$ cat src/rtl/mmmt_div.sv
module mmmt_div #(
  parameter int DW = 48,
  parameter int VW = 9
) (
  input  logic          clk,
  input  logic          rst,
  input  logic          start,
  input  logic [DW-1:0] dividend,
  input  logic [VW-1:0] divisor,
  output logic          done,
  output logic [DW-1:0] quotient
);

  localparam int CW = $clog2(DW + 1);

  logic [DW-1:0] quo;
  logic [VW-1:0] rem;
  logic [VW-1:0] dvs;
  logic [CW-1:0] cnt;
  logic          run;
  logic [VW:0]   shifted;
  logic [VW:0]   diff;
  logic          ge;

  assign shifted  = {rem, quo[DW-1]};
  assign ge       = shifted >= {1'b0, dvs};
  assign diff     = shifted - {1'b0, dvs};
  assign quotient = quo;

  always_ff @(posedge clk) begin
    if (rst) begin
      run  <= 1'b0;
      done <= 1'b0;
      cnt  <= '0;
    end else begin
      done <= 1'b0;
      if (start) begin
        quo <= dividend;
        rem <= '0;
        dvs <= divisor;
        cnt <= CW'(DW);
        run <= 1'b1;
      end else if (run) begin
        if (ge) begin
          rem <= diff[VW-1:0];
          quo <= {quo[DW-2:0], 1'b1};
        end else begin
          rem <= shifted[VW-1:0];
          quo <= {quo[DW-2:0], 1'b0};
        end
        cnt <= cnt - CW'(1);
        if (cnt == CW'(1)) begin
          run  <= 1'b0;
          done <= 1'b1;
        end
      end
    end
  end

endmodule
$ cat config.mk
export PLATFORM = sky130hd
export DESIGN_NAME = mmmt_div
export DESIGN_NICKNAME = d
export VERILOG_FILES = /design/src/rtl/mmmt_div.sv
export SDC_FILE = /design/constraint.sdc
export NUM_CORES = 1
export LEC_CHECK = 0
export BUFFER_PORTS_ARGS = -buffer_cell sky130_fd_sc_hd__buf_2
export CAP_MARGIN = 0
export CELL_PAD_IN_SITES_DETAIL_PLACEMENT = 1
export CELL_PAD_IN_SITES_GLOBAL_PLACEMENT = 1
export CORE_MARGIN = 2
export CORE_UTILIZATION = 44
export DETAILED_ROUTE_END_ITERATION = 6
export PLACE_DENSITY = 0.95
export SETUP_SLACK_MARGIN = 0.5
export SYNTH_ARGS = -nofsm -noshare
export SYNTH_HDL_FRONTEND = slang
export SYNTH_SLANG_ARGS = --single-unit
$ cat constraint.sdc
create_clock -name clk -period 10.6 [get_ports clk]
set_input_delay 0.53 -clock clk [delete_from_list [all_inputs] [get_ports clk]]
set_output_delay 0.53 -clock clk [all_outputs]
set_load 0.01 [all_outputs]
==> results.toml <==
[critical_path]
r2r-start = "quotient[47]"
criticalPathCategory = "flip-flop to flip-flop"
regToRegSetupSlack_ns = 7.98
worstPathRequired_ns = 10.70
critical_path.endpoint_type = "flip-flop"
crit_path_max_fanout = 10
reg2reg_to = "quotient[0]"
r2r_cells = 8
critPathArrivalTime_ns = 2.71
start_kind = "flip-flop"

[timing]
finalSetupViolations = 0
slew_viol_final = 0
worstMarginPinSlew_ns = 0.798
rsz0062_at_grt = "false"
fin_crit_ns = 2.62
fin_tns_setup_ns = 0
timing.fmax_ghz = 0.382
final_hold_viol_count = 0
fin_crit_sh_pct = 24.7
finClkSkew_ns = 0.0203
slew_headroom_pct = 46.6

[floorplan]
ios = 109
start_util_pct = 45.2
die_x_um = 92.6
core_area_um2 = 7650
row_count = 32
die_y_um = 92.6
die_area_um2 = 8570

[final_layout]
final_util_pct = 55.7
area_delta_synth_final_pct = 23.3
postLayoutCellArea_um2 = 4260
nFillCells = 776
final_nets = 425
antenna_cells = 0
drive_above_1_share_pct = 49.6

[detailed_routing]
drc = 0
wire_per_inst_um = 22.2
viasPerCell = 5.48
drt-pass1-iter-count = 4
vias = 2516
drtIter0Drc = 133
ant_nets = 0
drt_wl_total_mm = 10.2

[clock_network]
htreeDepth = 3
cts_setup_buffers = 0
cts_hold_buf = 0
cts-root-buf = "clkbuf_8"
cts_resized = 0
cts_tree = "yes"
cts_buffer_depth = 2
cts_buffers = 9
clk_pin_slew_ns = 0.09
cts.sinks = 74
insertion_delay_ns = 0.35

[synth]
synth-xor-area-share_pct = 2.03
synthMuxAreaShare_pct = 15.7
ys_seq_area_share_pct = 62.0
synth_top_family_by_area = "multiplexers"
yosys_warnings = 0
ys_ff_latch = 74
synth_fp_nets = 312
syn-instance-count = 240
synthTopCellsByCount = "66 x edfxtp_1, 48 x mux2_2, 14 x inv_1, 14 x nand2_1"
yosys.area_share.simple_pct = 6.49
synth_edf_count = 66
synth_cell_types = 39
synthAdderAreaFrac_pct = 4.57
synth_compound_area_share_pct = 6.41
yosysTopAreaCell = "edfxtp_1"
synth.most_common_cell = "edfxtp_1"
synthTopCellsByArea = "edfxtp_1 57%, mux2_2 16%, dfxtp_1 4.6%, ha_1 4.0%, inv_1 1.5%"
syn_avg_cell_area_um2 = 14.4
synthArstFlopShare_pct = 0
yosysTopAreaCellShare_pct = 57.4
synthFlopType = "edfxtp_1"
synth.cell_area_um2 = 3450

[placement]
place_hpwl_mm = 6.56
dpl_cell_area_um2 = 4100
port_buffers = 108
gp_congestion = 0.911

[outcome]
status = "completed"

[worst_hold_path]
holdPathEnd = "dvs[3]"
hold_depth = 1
min_from = "divisor[3]"
hp-class = "input pin to flip-flop"

[power]
p_leak_nw = 1.73
p_int_uw = 481
power_uw = 670
switching_power_uw = 189
switching_share_pct = 28.2
powerDensity_nw_per_um2 = 157
clkPwrFrac_pct = 28.2
p_comb_share_pct = 18.3
pwr-share-seq_pct = 53.5
vdd_ir_drop_max_mv = 0.0781

[grt]
grt_pass1_wl_mm = 15.8
grt_pass1_vias = 2786
track_usage_pct = 25.0
grt_overflow_total = 0
grt_max_degree = 63
grt_antenna_before_repair = 0

[job]
cap_viol_max_count = 0
## worst max-delay path: stages (launching register included)
cell	delay, ns
edfxtp_1	0.42
inv_1	0.08
ha_1	0.16
inv_1	0.05
fa_1	0.41
a21o_1	0.21
a221oi_2	0.42
o211ai_2	0.27
mux2_2	0.35
## kinds of logic (layout without fill, tap and decap cells)
logic type / Yosys count / in the layout
AOI/OAI and AO/OA: 31 / 31
xor gates and xnor gates: 8 / 8
adders and majority gates: 12 / 12
buffers and inverters: 22 / 139
DFF: 74 / 74
muxes: 48 / 48
and+or+nand+nor: 45 / 45
## power groups by stage
stage,Combinational [mW],Clock [mW],Sequential (mW)
floorplan,0.0686,0,0.366
global placement,0.109,0,0.361
detailed placement,0.117,0,0.363
CTS,0.122,0.194,0.358
global route,0.133,0.202,0.361
finish,0.123,0.189,0.358
## layout by cell type (no fill, tap or decap), drive strengths merged, types with 3 or more instances in the layout
cell type,Yosys,routed
nor3,5,5
clkinv,0,3
xnor2,6,6
edfxtp,66,66
mux2,48,48
ha,11,11
buf,2,110
a21o,3,3
clkbuf,6,10
a211oi,4,4
dfxtp,8,8
inv,14,14
o21ai,3,3
nand3,3,3
a21oi,10,10
nor2,11,11
nand2,14,14
## per-stage QoR
| stage | cells | hold slack [ns] | worst slack [ns] |
|---|---|---|---|
| 5_1_grt | 459 | 0.335 | 7.84 |
| 3_5_place_dp | 444 | 0.520 | 8.00 |
| 2_1_floorplan | 240 | 0.469 | 6.70 |
| 4_1_cts | 459 | 0.338 | 8.00 |
| 3_3_place_gp | 444 | 0.488 | 8.13 |
| 6_report | 459 | 0.344 | 7.98 |
## layer usage
layer / part of all wire [%] / track usage, % / wire length, um
met5: 0 / 0 / 0
met4: 2.3 / 10.6 / 233
met3: 9.5 / 8.87 / 964
met2: 49 / 42.4 / 5020
met1: 39 / 28.7 / 3980
## worst max path at each step
stage	end	from	slack, ns
floorplan	quotient[0]	start	6.70
global placement	dvs[0]	start	8.13
detailed placement	dvs[0]	start	8.00
CTS	quotient[0]	quotient[47]	8.00
global route	quotient[0]	quotient[47]	7.84
finish	quotient[0]	quotient[47]	7.98
## registers in the layout (all words and copies together), names as in the netlist
signal and cells:
quotient 48, cnt 6, rem 9, run 1, done 1, dvs 9
## area by class of cell
| cell class | instances | area (um2) | share of cell area, % |
|---|---|---|---|
| Clock inverter | 5 | 32.5 | 0.764 |
| Clock buffer | 10 | 128 | 3.00 |
| Timing Repair Buffer | 110 | 556 | 13.0 |
| Sequential cell | 74 | 2140 | 50.3 |
| Tap cell | 102 | 128 | 3.00 |
| Multi-Input combinational cell | 144 | 1220 | 28.7 |
| Inverter | 14 | 52.6 | 1.23 |
No activity file was read; power rests on OpenSTA's default activity.
